### config.mk
export PLATFORM = sky130hd
export DESIGN_NAME = unique_id_fifo_queue_flat
export DESIGN_NICKNAME = d
export VERILOG_FILES = /design/src/hw/rtl/uidq_pkg.sv /design/src/hw/rtl/uidq_if.sv /design/src/hw/rtl/uidq_mem.sv /design/src/hw/rtl/uidq_seq.sv /design/src/hw/rtl/unique_id_fifo_queue.sv /design/src/flat_wrapper.sv
export SDC_FILE = /design/constraint.sdc
export NUM_CORES = 1
export LEC_CHECK = 0
export ABC_CLOCK_PERIOD_IN_PS = 4500
export CAP_MARGIN = 20
export CORE_MARGIN = 3
export CORE_UTILIZATION = 50
export CTS_CLUSTER_SIZE = 28
export DETAILED_ROUTE_END_ITERATION = 6
export DONT_BUFFER_PORTS = 1
export PLACE_DENSITY = 0.75
export SLEW_MARGIN = 20
export SYNTH_ARGS = -nofsm -noshare
export SYNTH_HDL_FRONTEND = slang
export SYNTH_SLANG_ARGS = --single-unit
### constraint.sdc
create_clock -name clk_i -period 4.5 [get_ports clk_i]
set_clock_uncertainty 0.1 [all_clocks]
set_input_delay 0.675 -clock clk_i [delete_from_list [all_inputs] [get_ports clk_i]]
set_output_delay 0.675 -clock clk_i [all_outputs]
set_load 0.01 [all_outputs]
### src/hw/rtl/uidq_pkg.sv
`timescale 1ns / 1ps
// ----------------------------------------------------------------------------
// uidq_pkg
// Shared types, codes and defaults for the unique-ID FIFO queue.
// ----------------------------------------------------------------------------
package uidq_pkg;

  localparam int unsigned QUEUE_DEPTH_DEF = 16;
  localparam int unsigned ID_WIDTH_DEF    = 16;

  localparam int unsigned FUNC_W   = 3;
  localparam int unsigned PID_W    = 16;
  localparam int unsigned ID_OUT_W = 16;
  localparam int unsigned STAT_W   = 3;

  typedef enum logic [FUNC_W-1:0] {
    FN_ENQ      = 3'd0,
    FN_DEQ      = 3'd1,
    FN_LIST     = 3'd2,
    FN_LIST_CLR = 3'd3,
    FN_CLEAR    = 3'd4
  } func_e;

  typedef enum logic [STAT_W-1:0] {
    STAT_OK      = 3'd0,
    STAT_DUP     = 3'd1,
    STAT_FULL    = 3'd2,
    STAT_EMPTY   = 3'd3,
    STAT_CLEARED = 3'd4
  } status_e;

  typedef enum logic [2:0] {
    ST_IDLE,
    ST_SRCH,
    ST_DEQ,
    ST_LIST,
    ST_RESP
  } state_e;

  typedef struct packed {
    logic [ID_OUT_W-1:0] id_out;
    status_e             status;
    logic                last_item;
  } res_t;

endpackage

### src/hw/rtl/uidq_if.sv
`timescale 1ns / 1ps
// ----------------------------------------------------------------------------
// uidq_if
// Valid/ready channels for queue commands and queue results.
// ----------------------------------------------------------------------------
interface uidq_in_if;
  import uidq_pkg::*;

  logic             valid;
  logic             ready;
  logic [FUNC_W-1:0] func;
  logic [PID_W-1:0]  patient_id;

  modport source (output valid, output func, output patient_id, input ready);
  modport sink   (input valid, input func, input patient_id, output ready);
endinterface

interface uidq_out_if;
  import uidq_pkg::*;

  logic                valid;
  logic                ready;
  logic [ID_OUT_W-1:0] id_out;
  logic [STAT_W-1:0]   status;
  logic                last_item;

  modport source (output valid, output id_out, output status, output last_item,
                  input ready);
  modport sink   (input valid, input id_out, input status, input last_item,
                  output ready);
endinterface

### src/hw/rtl/uidq_mem.sv
`timescale 1ns / 1ps
// ----------------------------------------------------------------------------
// uidq_mem
// Identifier store: one write port, one read port with registered data.
// ----------------------------------------------------------------------------
module uidq_mem #(
  parameter int unsigned DEPTH = uidq_pkg::QUEUE_DEPTH_DEF,
  parameter int unsigned WIDTH = uidq_pkg::ID_WIDTH_DEF
) (
  input  logic                     clk_i,
  input  logic                     wr_en_i,
  input  logic [$clog2(DEPTH)-1:0] wr_addr_i,
  input  logic [WIDTH-1:0]         wr_data_i,
  input  logic [$clog2(DEPTH)-1:0] rd_addr_i,
  output logic [WIDTH-1:0]         rd_data_o
);

  logic [WIDTH-1:0] mem_q [DEPTH];

  always_ff @(posedge clk_i) begin
    if (wr_en_i) begin
      mem_q[wr_addr_i] <= wr_data_i;
    end
  end

  always_ff @(posedge clk_i) begin
    rd_data_o <= mem_q[rd_addr_i];
  end

endmodule

### src/hw/rtl/uidq_seq.sv
`timescale 1ns / 1ps
// ----------------------------------------------------------------------------
// uidq_seq
// Command sequencer: walks the store through one compare unit, keeps the
// head/tail pointers and entry count, and offers results one at a time.
// ----------------------------------------------------------------------------
module uidq_seq #(
  parameter int unsigned QUEUE_DEPTH = uidq_pkg::QUEUE_DEPTH_DEF,
  parameter int unsigned ID_WIDTH    = uidq_pkg::ID_WIDTH_DEF
) (
  input  logic                           clk_i,
  input  logic                           rst_ni,
  input  logic                           in_valid_i,
  output logic                           in_ready_o,
  input  logic [uidq_pkg::FUNC_W-1:0]    in_func_i,
  input  logic [uidq_pkg::PID_W-1:0]     in_id_i,
  output logic                           res_valid_o,
  input  logic                           res_ready_i,
  output uidq_pkg::res_t                 res_o,
  output logic                           mem_wr_en_o,
  output logic [$clog2(QUEUE_DEPTH)-1:0] mem_wr_addr_o,
  output logic [ID_WIDTH-1:0]            mem_wr_data_o,
  output logic [$clog2(QUEUE_DEPTH)-1:0] mem_rd_addr_o,
  input  logic [ID_WIDTH-1:0]            mem_rd_data_i
);
  import uidq_pkg::*;

  localparam int unsigned PTR_W = $clog2(QUEUE_DEPTH);
  localparam int unsigned CNT_W = $clog2(QUEUE_DEPTH + 1);
  localparam logic [PTR_W-1:0] PTR_LAST = PTR_W'(QUEUE_DEPTH - 1);
  localparam logic [CNT_W-1:0] CNT_FULL = CNT_W'(QUEUE_DEPTH);

  state_e               state_q, state_d;
  logic [PTR_W-1:0]     head_q, head_d;
  logic [PTR_W-1:0]     tail_q, tail_d;
  logic [PTR_W-1:0]     rd_ptr_q, rd_ptr_d;
  logic [CNT_W-1:0]     count_q, count_d;
  logic [CNT_W-1:0]     k_q, k_d;
  logic [ID_WIDTH-1:0]  id_q, id_d;
  logic                 clr_q, clr_d;
  res_t                 res_q, res_d;

  logic             acc, res_hs, k_end, hit, list_last, full, empty;
  logic [PTR_W-1:0] head_nxt, tail_nxt, rd_ptr_nxt;
  func_e            func_in;

  assign func_in     = func_e'(in_func_i);
  assign in_ready_o  = (state_q == ST_IDLE);
  assign acc         = in_valid_i && in_ready_o;
  assign res_valid_o = (state_q == ST_LIST) || (state_q == ST_RESP);
  assign res_hs      = res_valid_o && res_ready_i;

  // the shared compare unit
  assign hit       = (mem_rd_data_i == id_q);
  assign k_end     = (k_q == count_q);
  assign list_last = ((k_q + CNT_W'(1)) == count_q);
  assign full      = (count_q == CNT_FULL);
  assign empty     = (count_q == '0);

  assign head_nxt   = (head_q == PTR_LAST) ? '0 : head_q + PTR_W'(1);
  assign tail_nxt   = (tail_q == PTR_LAST) ? '0 : tail_q + PTR_W'(1);
  assign rd_ptr_nxt = (rd_ptr_q == PTR_LAST) ? '0 : rd_ptr_q + PTR_W'(1);

  // read address looks one step ahead so read data always matches rd_ptr_q
  assign mem_rd_addr_o = rd_ptr_d;

  always_comb begin
    state_d = state_q;
    case (state_q)
      ST_IDLE: begin
        if (acc) begin
          case (func_in)
            FN_ENQ:               state_d = ST_SRCH;
            FN_DEQ:               state_d = ST_DEQ;
            FN_LIST, FN_LIST_CLR: state_d = empty ? ST_RESP : ST_LIST;
            FN_CLEAR:             state_d = ST_RESP;
            default:              state_d = ST_IDLE;
          endcase
        end
      end
      ST_SRCH: begin
        if (k_end || hit) begin
          state_d = ST_RESP;
        end
      end
      ST_DEQ:  state_d = ST_RESP;
      ST_LIST: begin
        if (res_hs && list_last) begin
          state_d = ST_IDLE;
        end
      end
      ST_RESP: begin
        if (res_hs) begin
          state_d = ST_IDLE;
        end
      end
      default: state_d = ST_IDLE;
    endcase
  end

  always_comb begin
    head_d        = head_q;
    tail_d        = tail_q;
    count_d       = count_q;
    rd_ptr_d      = head_q;
    k_d           = k_q;
    id_d          = id_q;
    clr_d         = clr_q;
    res_d         = res_q;
    res_o         = res_q;
    mem_wr_en_o   = 1'b0;
    mem_wr_addr_o = tail_q;
    mem_wr_data_o = id_q;
    case (state_q)
      ST_IDLE: begin
        k_d = '0;
        if (acc) begin
          id_d  = ID_WIDTH'(in_id_i);
          clr_d = (func_in == FN_LIST_CLR);
          case (func_in)
            FN_LIST, FN_LIST_CLR: begin
              res_d = '{id_out: '0, status: STAT_EMPTY, last_item: 1'b1};
            end
            FN_CLEAR: begin
              res_d = '{id_out: '0, status: empty ? STAT_OK : STAT_CLEARED,
                        last_item: 1'b1};
              head_d  = '0;
              tail_d  = '0;
              count_d = '0;
            end
            default: ;
          endcase
        end
      end
      ST_SRCH: begin
        rd_ptr_d = rd_ptr_q;
        if (!k_end && hit) begin
          res_d = '{id_out: '0, status: STAT_DUP, last_item: 1'b1};
        end else if (k_end) begin
          if (full) begin
            res_d = '{id_out: '0, status: STAT_FULL, last_item: 1'b1};
          end else begin
            mem_wr_en_o = 1'b1;
            tail_d      = tail_nxt;
            count_d     = count_q + CNT_W'(1);
            res_d       = '{id_out: '0, status: STAT_OK, last_item: 1'b1};
          end
        end else begin
          rd_ptr_d = rd_ptr_nxt;
          k_d      = k_q + CNT_W'(1);
        end
      end
      ST_DEQ: begin
        if (empty) begin
          res_d = '{id_out: '0, status: STAT_EMPTY, last_item: 1'b1};
        end else begin
          res_d = '{id_out: ID_OUT_W'(mem_rd_data_i), status: STAT_OK,
                    last_item: 1'b1};
          head_d  = head_nxt;
          count_d = count_q - CNT_W'(1);
        end
      end
      ST_LIST: begin
        rd_ptr_d = rd_ptr_q;
        res_o    = '{id_out: ID_OUT_W'(mem_rd_data_i), status: STAT_OK,
                     last_item: list_last};
        if (res_hs) begin
          if (list_last) begin
            if (clr_q) begin
              head_d  = '0;
              tail_d  = '0;
              count_d = '0;
            end
          end else begin
            rd_ptr_d = rd_ptr_nxt;
            k_d      = k_q + CNT_W'(1);
          end
        end
      end
      ST_RESP: ;
      default: ;
    endcase
  end

  always_ff @(posedge clk_i or negedge rst_ni) begin
    if (!rst_ni) begin
      state_q  <= ST_IDLE;
      head_q   <= '0;
      tail_q   <= '0;
      count_q  <= '0;
      rd_ptr_q <= '0;
      k_q      <= '0;
    end else begin
      state_q  <= state_d;
      head_q   <= head_d;
      tail_q   <= tail_d;
      count_q  <= count_d;
      rd_ptr_q <= rd_ptr_d;
      k_q      <= k_d;
    end
  end

  always_ff @(posedge clk_i) begin
    id_q  <= id_d;
    clr_q <= clr_d;
    res_q <= res_d;
  end

endmodule

### src/hw/rtl/unique_id_fifo_queue.sv
`timescale 1ns / 1ps
// ----------------------------------------------------------------------------
// unique_id_fifo_queue
// Bounded FIFO of identifiers with a duplicate check on enqueue.
// ----------------------------------------------------------------------------
// Commands arrive one item at a time on in_ch and each yields its results
// on out_ch, which has an output register so a new command can be taken
// while the last result waits. All work goes through the single read port
// of the identifier store, one entry per cycle unless the output stalls,
// compared by one shared equality unit. Enqueue walks the stored entries
// with a search step per stored entry, then takes one decision step, one
// result step and the idle accept step; a duplicate ends the search at the
// matching entry. Dequeue and clear go through a single result step, and
// list or list-and-clear give one result per cycle while the output takes
// them (a single empty result when empty); output stalls hold any result
// step. Unknown command codes are dropped. The store needs no clearing
// after reset; only written entries are ever read.
// ----------------------------------------------------------------------------
module unique_id_fifo_queue #(
  parameter int unsigned QUEUE_DEPTH = uidq_pkg::QUEUE_DEPTH_DEF,
  parameter int unsigned ID_WIDTH    = uidq_pkg::ID_WIDTH_DEF
) (
  input  logic       clk_i,
  input  logic       rst_ni,
  uidq_in_if.sink    in_ch,
  uidq_out_if.source out_ch
);
  import uidq_pkg::*;

  localparam int unsigned PTR_W = $clog2(QUEUE_DEPTH);

  logic                res_valid, res_ready;
  res_t                res;
  logic                mem_wr_en;
  logic [PTR_W-1:0]    mem_wr_addr, mem_rd_addr;
  logic [ID_WIDTH-1:0] mem_wr_data, mem_rd_data;

  // output register
  logic out_vld_q, out_vld_d;
  res_t out_res_q, out_res_d;

  uidq_mem #(
    .DEPTH (QUEUE_DEPTH),
    .WIDTH (ID_WIDTH)
  ) u_mem (
    .clk_i     (clk_i),
    .wr_en_i   (mem_wr_en),
    .wr_addr_i (mem_wr_addr),
    .wr_data_i (mem_wr_data),
    .rd_addr_i (mem_rd_addr),
    .rd_data_o (mem_rd_data)
  );

  uidq_seq #(
    .QUEUE_DEPTH (QUEUE_DEPTH),
    .ID_WIDTH    (ID_WIDTH)
  ) u_seq (
    .clk_i         (clk_i),
    .rst_ni        (rst_ni),
    .in_valid_i    (in_ch.valid),
    .in_ready_o    (in_ch.ready),
    .in_func_i     (in_ch.func),
    .in_id_i       (in_ch.patient_id),
    .res_valid_o   (res_valid),
    .res_ready_i   (res_ready),
    .res_o         (res),
    .mem_wr_en_o   (mem_wr_en),
    .mem_wr_addr_o (mem_wr_addr),
    .mem_wr_data_o (mem_wr_data),
    .mem_rd_addr_o (mem_rd_addr),
    .mem_rd_data_i (mem_rd_data)
  );

  // register takes a new item when empty or being drained this cycle
  assign res_ready = !out_vld_q || out_ch.ready;

  always_comb begin
    out_vld_d = out_vld_q;
    out_res_d = out_res_q;
    if (res_valid && res_ready) begin
      out_vld_d = 1'b1;
      out_res_d = res;
    end else if (out_ch.ready) begin
      out_vld_d = 1'b0;
    end
  end

  always_ff @(posedge clk_i or negedge rst_ni) begin
    if (!rst_ni) begin
      out_vld_q <= 1'b0;
    end else begin
      out_vld_q <= out_vld_d;
    end
  end

  always_ff @(posedge clk_i) begin
    out_res_q <= out_res_d;
  end

  assign out_ch.valid     = out_vld_q;
  assign out_ch.id_out    = out_res_q.id_out;
  assign out_ch.status    = out_res_q.status;
  assign out_ch.last_item = out_res_q.last_item;

  // no new command while the sequencer still offers a result
  a_no_accept_busy: assert property (@(posedge clk_i) disable iff (!rst_ni)
    res_valid |-> !in_ch.ready)
    else $error("command accepted while a result is pending");

  // a stalled result is held unchanged by the sequencer
  a_res_hold: assert property (@(posedge clk_i) disable iff (!rst_ni)
    (res_valid && !res_ready) |=> (res_valid && $stable(res)))
    else $error("pending result changed under stall");

  // error and clear statuses end the command and carry no identifier
  a_status_only: assert property (@(posedge clk_i) disable iff (!rst_ni)
    (res_valid && res.status != STAT_OK) |-> (res.last_item && res.id_out == '0))
    else $error("status result malformed");

  // output register never drops an item it still holds
  a_out_hold: assert property (@(posedge clk_i) disable iff (!rst_ni)
    (out_vld_q && !out_ch.ready) |=> (out_vld_q && $stable(out_res_q)))
    else $error("output item lost under stall");

endmodule

### src/flat_wrapper.sv
// flat-port wrapper written by rule: the top's interface ports become plain ports
module unique_id_fifo_queue_flat import uidq_pkg::*;
#(
  parameter int unsigned QUEUE_DEPTH = uidq_pkg::QUEUE_DEPTH_DEF,
  parameter int unsigned ID_WIDTH    = uidq_pkg::ID_WIDTH_DEF
)
  (clk_i, rst_ni, in_ch_valid, in_ch_func, in_ch_patient_id, in_ch_ready, out_ch_valid, out_ch_id_out, out_ch_status, out_ch_last_item, out_ch_ready);
  uidq_in_if in_ch_i ();
  uidq_out_if out_ch_i ();
  input  logic clk_i;
  input  logic rst_ni;
  input wire logic [$bits(in_ch_i.valid)-1:0] in_ch_valid;
  input wire logic [$bits(in_ch_i.func)-1:0] in_ch_func;
  input wire logic [$bits(in_ch_i.patient_id)-1:0] in_ch_patient_id;
  output wire logic [$bits(in_ch_i.ready)-1:0] in_ch_ready;
  output wire logic [$bits(out_ch_i.valid)-1:0] out_ch_valid;
  output wire logic [$bits(out_ch_i.id_out)-1:0] out_ch_id_out;
  output wire logic [$bits(out_ch_i.status)-1:0] out_ch_status;
  output wire logic [$bits(out_ch_i.last_item)-1:0] out_ch_last_item;
  input wire logic [$bits(out_ch_i.ready)-1:0] out_ch_ready;
  assign in_ch_i.valid = in_ch_valid;
  assign in_ch_i.func = in_ch_func;
  assign in_ch_i.patient_id = in_ch_patient_id;
  assign in_ch_ready = in_ch_i.ready;
  assign out_ch_valid = out_ch_i.valid;
  assign out_ch_id_out = out_ch_i.id_out;
  assign out_ch_status = out_ch_i.status;
  assign out_ch_last_item = out_ch_i.last_item;
  assign out_ch_i.ready = out_ch_ready;
  unique_id_fifo_queue #(.QUEUE_DEPTH(QUEUE_DEPTH), .ID_WIDTH(ID_WIDTH)) u_core (.clk_i(clk_i), .rst_ni(rst_ni), .in_ch(in_ch_i), .out_ch(out_ch_i));
endmodule
==> flow_metrics.env, run 1 <==
export IMPL_status="completed"
export IMPL_layout_nets=1131
export IMPL_max_cap_violations=0
export IMPL_setup_tns_ns=0
export IMPL_min_period_ns=3.92
export IMPL_clkSinkCount=354
export IMPL_area_growth_pct=11.8
export IMPL_max_freq_ghz=0.255
export IMPL_cts_clk_slew_worst_paths_ns=0.06
export IMPL_synth_fp_nets=1118
export IMPL_syn_cell_area_mm2=0.0148
export IMPL_yosysTopAreaCell="edfxtp_1"
export IMPL_critPathKind="flop to flop"
export IMPL_place_inst=1441
export IMPL_yosysSeqAreaShare_pct=69.8
export IMPL_grt_pass1_vias=8757
export IMPL_endpoint="u_core.u_mem.rd_data_o[12]"
export IMPL_std_cell_rows=62
export IMPL_hold_path_class="input pin to flop"
export IMPL_fin_hold_ws_ns=0.143
export IMPL_grt_pass1_wl_mm=53.4
export IMPL_drive_above_1_share_pct=12.4
export IMPL_finalSetupViolCount=0
export IMPL_power_mw=9.53
export IMPL_peakVddDrop_uv=419
export IMPL_async_flop_share_pct=7.34
export IMPL_clock_latency_ns=0.52
export IMPL_synth_top_area_share_pct=63.2
export IMPL_routed_via_density=6.15
export IMPL_ys_flop_type="edfxtp_1"
export IMPL_grt_max_degree=65
export IMPL_overflow=0
export IMPL_layout_setup_ws_ns=0.584
export IMPL_routed_via_count=9267
export IMPL_ys_ff_latch=354
export IMPL_final_cell_area_mm2=0.0166
export IMPL_slew_violations=0
export IMPL_required_ns=4.79
export IMPL_timing_rr_end="u_core.u_mem.rd_data_o[12]"
export IMPL_syn_inst=1084
export IMPL_drt_iter0_markers=1046
export IMPL_drtAntennaViolNets=0
export IMPL_fp_dieW_um=178
export IMPL_synth_warnings=0
export IMPL_detail_route_first_pass_iterations=6
export IMPL_cts_root_buf="clkbuf_16"
export IMPL_multi_input_area_mm2=0.00420
export IMPL_relSlewSlack_pct=30.5
export IMPL_end_kind="flop"
export IMPL_track_usage_pct=22.3
export IMPL_fillerInstances=2225
export IMPL_port_buffers=0
export IMPL_p_leak_nw=5.59
export IMPL_hold_violations=0
export IMPL_cp_startpoint="u_core.u_seq.mem_wr_data_o[1]"
export IMPL_place_gp_congestion=0.863
export IMPL_avgSynthCellArea_um2=13.7
export IMPL_cts_made_buffers=36
export IMPL_start_util_pct=51.2
export IMPL_r2r_slack_ns=0.58
export IMPL_dpl_cell_area_mm2=0.0154
export IMPL_core_area_mm2=0.0289
export IMPL_layoutNonFillerInstCount=1508
export IMPL_die_height_um=178
export IMPL_finalCritPeriodShare_pct=87.0
export IMPL_dp_hpwl_mm=20.9
export IMPL_cts_setup_buffers=0
export IMPL_drc=0
export IMPL_p_per_area_mw_per_mm2=575
export IMPL_cp_start_kind="flop"
export IMPL_rsz0062_at_grt="false"
export IMPL_synth_distinct_cells=54
export IMPL_final_core_util_pct=57.2
export IMPL_synth_area_leaders="edfxtp_1, nand3_1, dfrtp_1"
export IMPL_clk_path_buf_depth=3
export IMPL_synth_edff_count=312
export IMPL_path_max_fanout=38
export IMPL_post_place_ws_ns=0.746
export IMPL_cts_tree="done"
export IMPL_antenna_found_initial=2
export IMPL_synthMostInstantiatedCell="edfxtp_1"
export IMPL_io_pins=45
export IMPL_worst_pin_slew_ns=1.04
export IMPL_timing_rr_start="u_core.u_seq.mem_wr_data_o[1]"
export IMPL_r2r_worst_path_cells=10
export IMPL_seq_area_mm2=0.0103
export IMPL_h_tree_depth=2
export IMPL_synth_commonest_cells="edfxtp_1, nand3_1, nand2_1"
export IMPL_wl_per_cell_um=23.5
export IMPL_wl_mm=35.4
export IMPL_cp_data_arrival_time_ns=4.21
export IMPL_die_area_mm2=0.0317
cells by family after synthesis:
group / count (synthesis) / share of synthesized area (%)
multiplexers: 66 / 5.01
flip-flops: 354 / 69.8
AND/OR/NAND/NOR: 351 / 11.6
XOR/XNOR: 29 / 1.71
buffers and inverters: 78 / 2.52
AO/OA/AOI/OAI: 195 / 8.39
adder cells (fa/ha/maj): 11 / 0.980
sequential cells by signal (all words and copies together) (netlist names), 4 cells and up:
signal,count
u_core.u_mem.mem_q,256
u_core.u_seq.res_q,19
u_core.out_ch.id_out,16
u_core.u_mem.rd_data_o,16
u_core.u_seq.mem_wr_data_o,16
u_core.u_seq.count_q,5
u_core.u_seq.k_q,5
u_core.u_seq.head_q,4
u_core.u_seq.mem_wr_addr_o,4
u_core.u_seq.rd_ptr_q,4
cell usage in the layout, fill, tap and decap left out, types with 6 or more instances in the layout:
cell type / count
mux2_1: 47
dfxtp_1: 16
nand4_1: 19
buf_12: 6
nor2_2: 11
buf_4: 40
a21o_1: 7
dfrtp_1: 26
a21oi_1: 10
and2_1: 7
xor2_1: 24
clkbuf_1: 12
o21ai_0: 84
nand3_1: 135
nand2_1: 86
and3_1: 20
inv_1: 6
nand2b_1: 11
mux2_2: 18
edfxtp_1: 312
nor2_1: 28
clkbuf_16: 37
nor4_1: 6
ha_1: 10
o211ai_1: 67
worst max-delay path: stages, from the launching register on:
cell and delay (ns):
edfxtp_1 0.70, xor2_1 0.25, nor4_1 0.60, nand4_1 0.29
nand3_1 0.25, a31oi_4 0.12, nand2_2 0.38, buf_12 0.29
mux2_2 0.38, o211ai_1 0.24, nand4_1 0.13
area by class of cell:
cell class / instances / share of cell area [%]
flip-flops and latches: 354 / 62.4
multi-input cells: 652 / 25.3
clock buffers: 51 / 6.03
well taps: 384 / 2.90
repair buffers: 47 / 2.60
clock inverters: 13 / 0.551
inverters: 6 / 0.136
diodes: 1 / 0.0151
what timing repair did:
item / CTS / global route
hold endpoints to repair: 26 / 0
resized for setup: 0 / 0
hold buffers: 2 / 0
report_power, final:
group | leakage (nW) | internal (mW) | switching (mW)
clock | 0.535 | 1.61 | 1.18
combinational | 1.74 | 0.747 | 1.45
sequential | 3.32 | 4.11 | 0.436
worst min path at each step:
| stage | start | endpoint | slack, ns | depth (start not counted) |
|---|---|---|---|---|
| 2_1_floorplan | rst_ni | u_core.out_ch.valid | 0.28 | 0 |
| 6_report | in_ch_patient_id[12] | u_core.u_seq.mem_wr_data_o[12] | 0.14 | 0 |
| 5_1_grt | in_ch_patient_id[14] | u_core.u_seq.mem_wr_data_o[14] | 0.13 | 0 |
| 3_3_place_gp | rst_ni | u_core.u_seq.count_q[0] | 0.28 | 0 |
| 4_1_cts | in_ch_patient_id[9] | u_core.u_seq.mem_wr_data_o[9] | 0.13 | 0 |
| 3_5_place_dp | rst_ni | u_core.u_seq.count_q[0] | 0.28 | 0 |
per-layer routing:
metal	routed length [um]	vias to the layer above	share of wire, %	global-route usage, %
met5	33	-	0.093	0
met4	860	4	2.4	6.18
met3	3290	69	9.3	5.13
met2	16600	432	47	35.0
met1	14700	4602	41	31.4
li1	-	4160	-	-
Power figures use the tool's default switching activity.
==> run 2: changes to the inputs <==
ABC_AREA = 1   (was default)
CORE_UTILIZATION = 60   (was 50)
PLACE_DENSITY = 0.86   (was 0.75)
==> run 2 against run 1 <==
Net effect:
- total power up 21%
- clock power up 6%
- synthesized area is 8.0% higher
- hold slack lost 0.0027 ns
- sequential power hardly changed
- worst setup slack better by 0.064 ns
- die area fell by 9.7%
- maximum frequency up 1.7%
- highest routed layer unchanged
- non-clock buffer count is 5 lower
- clock-buffer cell count grew 2
- critical path type unchanged
- critical endpoint is now u_core.u_mem.rd_data_o[3]
- largest cell class unchanged
==> flow_metrics.env, run 2 <==
export IMPL_overflow=0
export IMPL_clock_latency_ns=0.53
export IMPL_finalCritPeriodShare_pct=85.6
export IMPL_most_common_layout_cells="nand2_1, edfxtp_1, inv_1"
export IMPL_detail_route_first_pass_iterations=6
export IMPL_syn_cell_area_mm2=0.0160
export IMPL_clkSinkCount=354
export IMPL_antenna_found_initial=3
export IMPL_relSlewSlack_pct=26.0
export IMPL_synth_top_area_share_pct=58.6
export IMPL_yosys_area_share_adder_pct=0.907
export IMPL_cp_start_kind="flop"
export IMPL_cts_clk_slew_worst_paths_ns=0.06
export IMPL_max_freq_ghz=0.260
export IMPL_synthXorXnorAreaFrac_pct=0.383
export IMPL_ys_flop_type="edfxtp_1"
export IMPL_cts_resized=0
export IMPL_finalSetupViolCount=0
export IMPL_hold_violations=0
export IMPL_cts_root_buf="clkbuf_16"
export IMPL_dp_hpwl_mm=23.3
export IMPL_fp_dieW_um=169
export IMPL_internal_power_mw=7.09
export IMPL_critPathKind="flop to flop"
export IMPL_start_util_pct=61.2
export IMPL_place_gp_congestion=0.895
export IMPL_synth_compound_area_share_pct=2.31
export IMPL_cts_setup_buffers=0
export IMPL_synth_area_leaders="edfxtp_1, nand2_1, nand3_1"
export IMPL_avgSynthCellArea_um2=10.2
export IMPL_layoutNonFillerInstCount=1928
export IMPL_switching_share_pct=38.5
export IMPL_grt_pass1_vias=11800
export IMPL_grt_max_degree=129
export IMPL_peakVddDrop_uv=500
export IMPL_routed_via_count=12000
export IMPL_io_pins=45
export IMPL_cts_made_buffers=36
export IMPL_power_switching_mw=4.44
export IMPL_sequentialPowerShare_pct=39.3
export IMPL_core_area_mm2=0.0261
export IMPL_port_buffers=0
export IMPL_setup_tns_ns=0
export IMPL_clk_path_buf_depth=3
export IMPL_end_kind="flop"
export IMPL_worst_pin_slew_ns=1.11
export IMPL_area_growth_pct=9.66
export IMPL_rsz0062_at_grt="false"
export IMPL_syn_inst=1569
export IMPL_synthSimpleGateAreaFrac_pct=23.5
export IMPL_synth_commonest_cells="nand2_1, edfxtp_1, inv_1"
export IMPL_drt_iter0_markers=1921
export IMPL_drive_above_1_share_pct=8.30
export IMPL_ys_ff_latch=354
export IMPL_top_regs="u_core.u_mem.mem_q (256), u_core.u_seq.res_q (19)"
export IMPL_required_ns=4.85
export IMPL_synthMuxAreaShare_pct=0
export IMPL_cts_tree="done"
export IMPL_grt_pass1_wl_mm=63.5
export IMPL_path_max_fanout=35
export IMPL_die_area_mm2=0.0287
export IMPL_track_usage_pct=28.4
export IMPL_wl_per_cell_um=21.2
export IMPL_cp_data_arrival_time_ns=4.20
export IMPL_std_cell_rows=59
export IMPL_h_tree_depth=2
export IMPL_async_flop_share_pct=7.34
export IMPL_die_height_um=169
export IMPL_layout_nets=1599
export IMPL_min_period_ns=3.85
export IMPL_synthMostInstantiatedCell="nand2_1"
export IMPL_place_inst=1859
export IMPL_yosysSeqAreaShare_pct=64.6
export IMPL_p_per_area_mw_per_mm2=657
export IMPL_synth_top_family_by_area="simple AND/OR/NAND/NOR gates"
export IMPL_max_cap_violations=0
export IMPL_cts_hold_buf=2
export IMPL_p_comb_share_pct=34.9
export IMPL_pwr_share_clk_pct=25.8
export IMPL_routed_via_density=6.21
export IMPL_wl_mm=40.9
export IMPL_drc=0
export IMPL_synth_warnings=0
export IMPL_slew_violations=0
export IMPL_largest_reg_flops=256
export IMPL_yosysTopAreaCell="edfxtp_1"
export IMPL_hold_path_class="input pin to flop"
export IMPL_synth_edff_count=312
export IMPL_regMostFlops="u_core.u_mem.mem_q"
export IMPL_status="completed"
export IMPL_synth_fp_nets=1603
export IMPL_p_leak_nw=7.30
export IMPL_drtAntennaViolNets=0
export IMPL_layout_commonest_cell="nand2_1"
export IMPL_synth_distinct_cells=42
-- run 2: cell count changes after synthesis, moves of 19 or more --
cell | previous run | this run
and3_1 | 20 | 0
buf_2 | 22 | 46
inv_1 | 6 | 205
mux2_1 | 47 | 0
nand2_1 | 87 | 407
nand3_1 | 136 | 192
nand4_1 | 19 | 131
nor2_1 | 38 | 58
o211ai_1 | 67 | 4
o21ai_0 | 84 | 35
xor2_1 | 24 | 5
-- run 2: cells by family after synthesis --
logic type               count (synthesis)
AO/OA/AOI/OAI                           65
XOR/XNOR                                 7
adder cells (fa/ha/maj)                 11
buffers and inverters                  308
flip-flops                             354
AND/OR/NAND/NOR                        824
-- run 2: cell type report --
cell class	instances	area (um2)
multi-input cells	907	4370
diodes	2	5.00
flip-flops and latches	354	10300
well taps	335	419
inverters	224	841
clock buffers	53	1030
fillers	1829	8590
repair buffers	42	388
clock inverters	11	146
-- run 2: layer usage --
metal / up-vias / GRT usage [%] / part of all wire (%)
met2: 828 / 46.1 / 48
li1: 5334 / - / -
met4: 2 / 12.9 / 4.8
met5: - / 0 / 0.073
met3: 168 / 5.54 / 12
met1: 5643 / 37.7 / 36
-- run 2: path summary, 6_finish.rpt --
check                           cells past startpoint  slack [ns]                      startpoint                        endpoint
min in group asynchronous                           2        0.50                          rst_ni             u_core.u_seq.k_q[1]
worst min-delay path                                0        0.14            in_ch_patient_id[11]  u_core.u_seq.mem_wr_data_o[11]
worst min register to register                      1        0.42             u_core.u_seq.k_q[3]             u_core.u_seq.k_q[3]
max in group asynchronous                           2        3.64                          rst_ni        u_core.u_seq.rd_ptr_q[0]
worst max register to register                     17        0.65  u_core.u_seq.mem_wr_data_o[11]       u_core.u_mem.rd_data_o[3]
worst max-delay path                               17        0.65  u_core.u_seq.mem_wr_data_o[11]       u_core.u_mem.rd_data_o[3]
-- run 2: through the flow --
stage	hold slack, ns	worst slack [ns]	power, mW	util (%)	cell area (um2)
after global routing	0.121	0.346	12.1	67.1	17500
after global placement	0.280	1.01	8.25	62.4	16300
after floorplan	0.279	1.08	7.34	-	16000
after detailed placement	0.280	0.802	8.41	62.4	16300
final	0.140	0.648	11.5	67.1	17500
after CTS	0.122	0.713	11.4	67.0	17500
-- run 2: worst max-delay path, stage by stage (launching register included) --
cell,delay (ns)
edfxtp_1,0.76
inv_1,0.09
nand2_1,0.09
nand2_1,0.07
nor2_1,0.09
nand2_1,0.13
nor2_1,0.13
nand2_1,0.16
nand2_2,0.22
nand2_1,0.15
nand3_4,0.30
nand3_4,0.43
buf_12,0.34
nand2_1,0.08
nand3_1,0.07
nand3_1,0.15
nand3_1,0.19
nand2_1,0.15
-- run 2: power by group through the flow --
stage                     Sequential (mW)  Clock [mW]  Combinational (mW)
final                                4.53        2.97                4.03
after global placement               4.55           0                3.70
after floorplan                      4.51           0                2.83
after global routing                 4.57        3.12                4.40
after detailed placement             4.58           0                3.83
after CTS                            4.52        2.98                3.90
==> run 3: changes to the inputs <==
BUFFER_PORTS_ARGS = -buffer_cell sky130_fd_sc_hd__buf_2   (was default)
DONT_BUFFER_PORTS = default   (was 1)
PLACE_DENSITY = 0.87   (was 0.86)
==> run 3 against run 2 <==
Net effect:
- global-route usage increased by 0.51 points
- routed wire length increased by 1.2%
- critical endpoint unchanged
- total power increased by 2.0%
- final cell count increased by 2.1%
- via count increased by 1.7%
- worst setup slack improved by 0.18 ns
- clock power increased by 7.7%
- die area unchanged
==> flow_metrics.env, run 3 (synthesis results as in run 2) <==
export IMPL_status="completed"
export IMPL_core_area_mm2=0.0261
export IMPL_routed_via_count=12200
export IMPL_layout_nets=1641
export IMPL_grt_pass1_vias=11900
export IMPL_relSlewSlack_pct=25.1
export IMPL_cts_root_buf="clkbuf_16"
export IMPL_setup_tns_ns=0
export IMPL_place_inst=1903
export IMPL_path_max_fanout=64
export IMPL_end_kind="flop"
export IMPL_antenna_found_initial=0
export IMPL_r2r_slack_ns=0.82
export IMPL_fillerInstances=1812
export IMPL_cts_setup_buffers=0
export IMPL_max_stage_delay_ns=0.74
export IMPL_r2r_worst_path_cells=17
export IMPL_cts_resized=0
export IMPL_busiest_layer="met2"
export IMPL_largest_reg_flops=256
export IMPL_area_growth_pct=11.2
export IMPL_drt_iter0_markers=1885
export IMPL_grt_max_degree=67
export IMPL_grt_met2_usage_pct=46.7
export IMPL_dp_hpwl_mm=23.4
export IMPL_io_pins=45
export IMPL_layoutNonFillerInstCount=1969
export IMPL_max_cap_violations=0
export IMPL_fin_hold_ws_ns=0.0478
export IMPL_post_place_ws_ns=0.999
export IMPL_worst_pin_slew_ns=1.12
export IMPL_power_mw=11.8
export IMPL_wl_mm=41.4
export IMPL_routed_via_density=6.18
export IMPL_drtAntennaViolNets=0
export IMPL_min_period_ns=3.68
export IMPL_timing_rr_end="u_core.u_mem.rd_data_o[3]"
export IMPL_fp_dieW_um=169
export IMPL_finalCritPeriodShare_pct=81.7
export IMPL_clkSinkCount=354
export IMPL_max_freq_ghz=0.272
export IMPL_gr_usage_met3_pct=6.50
export IMPL_grtUsageMet1_pct=37.0
export IMPL_wl_per_cell_um=21.0
export IMPL_peakVddDrop_uv=476
export IMPL_slew_violations=0
export IMPL_clk_path_buf_depth=3
export IMPL_die_height_um=169
export IMPL_slowest_stage="edfxtp_1"
export IMPL_cts_tree="done"
export IMPL_path_cells="inv_1 > nand2_1 > nand2_1 > nor2_1 > nand2_1 > nor2_1 > nand2_1 > nand2_2 > nand2_1 > nand3_1 > nand3_1 > nand2_2 > buf_4 > nand3_1 > nand3_1 > nand3_1 > nand2_1"
export IMPL_final_cell_area_mm2=0.0178
export IMPL_die_area_mm2=0.0287
export IMPL_critPathKind="flop to flop"
export IMPL_detail_route_first_pass_iterations=6
export IMPL_diodes=0
export IMPL_finalSetupViolCount=0
export IMPL_track_usage_pct=28.9
export IMPL_timing_rr_start="u_core.u_seq.mem_wr_data_o[0]"
export IMPL_top_regs="u_core.u_mem.mem_q (256), u_core.u_seq.res_q (19)"
export IMPL_rsz0062_at_grt="false"
export IMPL_port_buffers=44
export IMPL_most_common_layout_cells="nand2_1, edfxtp_1, inv_1"
export IMPL_regMostFlops="u_core.u_mem.mem_q"
export IMPL_final_core_util_pct=68.1
export IMPL_cts_hold_buf=0
export IMPL_drc=0
export IMPL_h_tree_depth=2
export IMPL_grt_pass1_wl_mm=64.0
export IMPL_cp_data_arrival_time_ns=4.04
export IMPL_hold_path_class="input pin to async pin"
export IMPL_clock_latency_ns=0.54
export IMPL_layout_setup_ws_ns=0.823
export IMPL_p_per_area_mw_per_mm2=661
export IMPL_start_util_pct=61.2
export IMPL_overflow=0
export IMPL_drive_above_1_share_pct=10.8
export IMPL_cts_clk_slew_worst_paths_ns=0.06
export IMPL_dpl_cell_area_mm2=0.0165
export IMPL_crit_top_cell="nand2_1"
export IMPL_cts_made_buffers=37
export IMPL_required_ns=4.87
export IMPL_hold_violations=0
export IMPL_cp_start_kind="flop"
export IMPL_layout_commonest_cell="nand2_1"
export IMPL_p_leak_nw=7.47
export IMPL_cp_startpoint="u_core.u_seq.mem_wr_data_o[0]"
export IMPL_place_gp_congestion=0.883
export IMPL_std_cell_rows=59
run 3: cell count changes in the layout (fill, tap and decap cells not counted), moves of 2 or more:
cell	change
bufinv_16	+3
clkbuf_1	-5
clkinv_1	+4
clkinvlp_4	+5
buf_2	+44
clkbuf_8	-7
diode_2	-2
clkbuf_16	+2
run 3: worst max path at each step:
| stage | to | depth (start not counted) |
|---|---|---|
| 3_3_place_gp | u_core.u_mem.rd_data_o[11] | 14 |
| 4_1_cts | u_core.u_mem.rd_data_o[3] | 17 |
| 2_1_floorplan | u_core.u_seq.res_q[10] | 5 |
| 5_1_grt | u_core.u_mem.rd_data_o[11] | 16 |
| 6_report | u_core.u_mem.rd_data_o[3] | 17 |
| 3_5_place_dp | u_core.u_mem.rd_data_o[11] | 16 |
run 3: final cells by class:
cell class	instances	area, um2	area share, %
clock buffer	43	970	5.45
clock inverter	23	304	1.71
inverter	224	841	4.73
multi-input combinational	907	4370	24.5
sequential	354	10300	58.1
tap	335	419	2.36
timing repair buffer	83	551	3.09
run 3: where the power goes:
part | total (mW) | switching, mW | internal, mW
Sequential | 4.50 | 0.313 | 4.19
Clock | 3.20 | 1.29 | 1.91
Combinational | 4.06 | 2.91 | 1.15
run 3: worst max-delay path, delay by kind of cell, from the launching register on:
kind	cells	cell delay (ns)
buf+inv	2	0.78
flops	1	0.74
simple gates	15	1.95
run 3: per-layer routing:
layer  wire length (um)  vias up
met2              19700      896
met3               4990      194
met1              14600     5676
met4               2170        0
li1                   -     5412
met5                  0        -
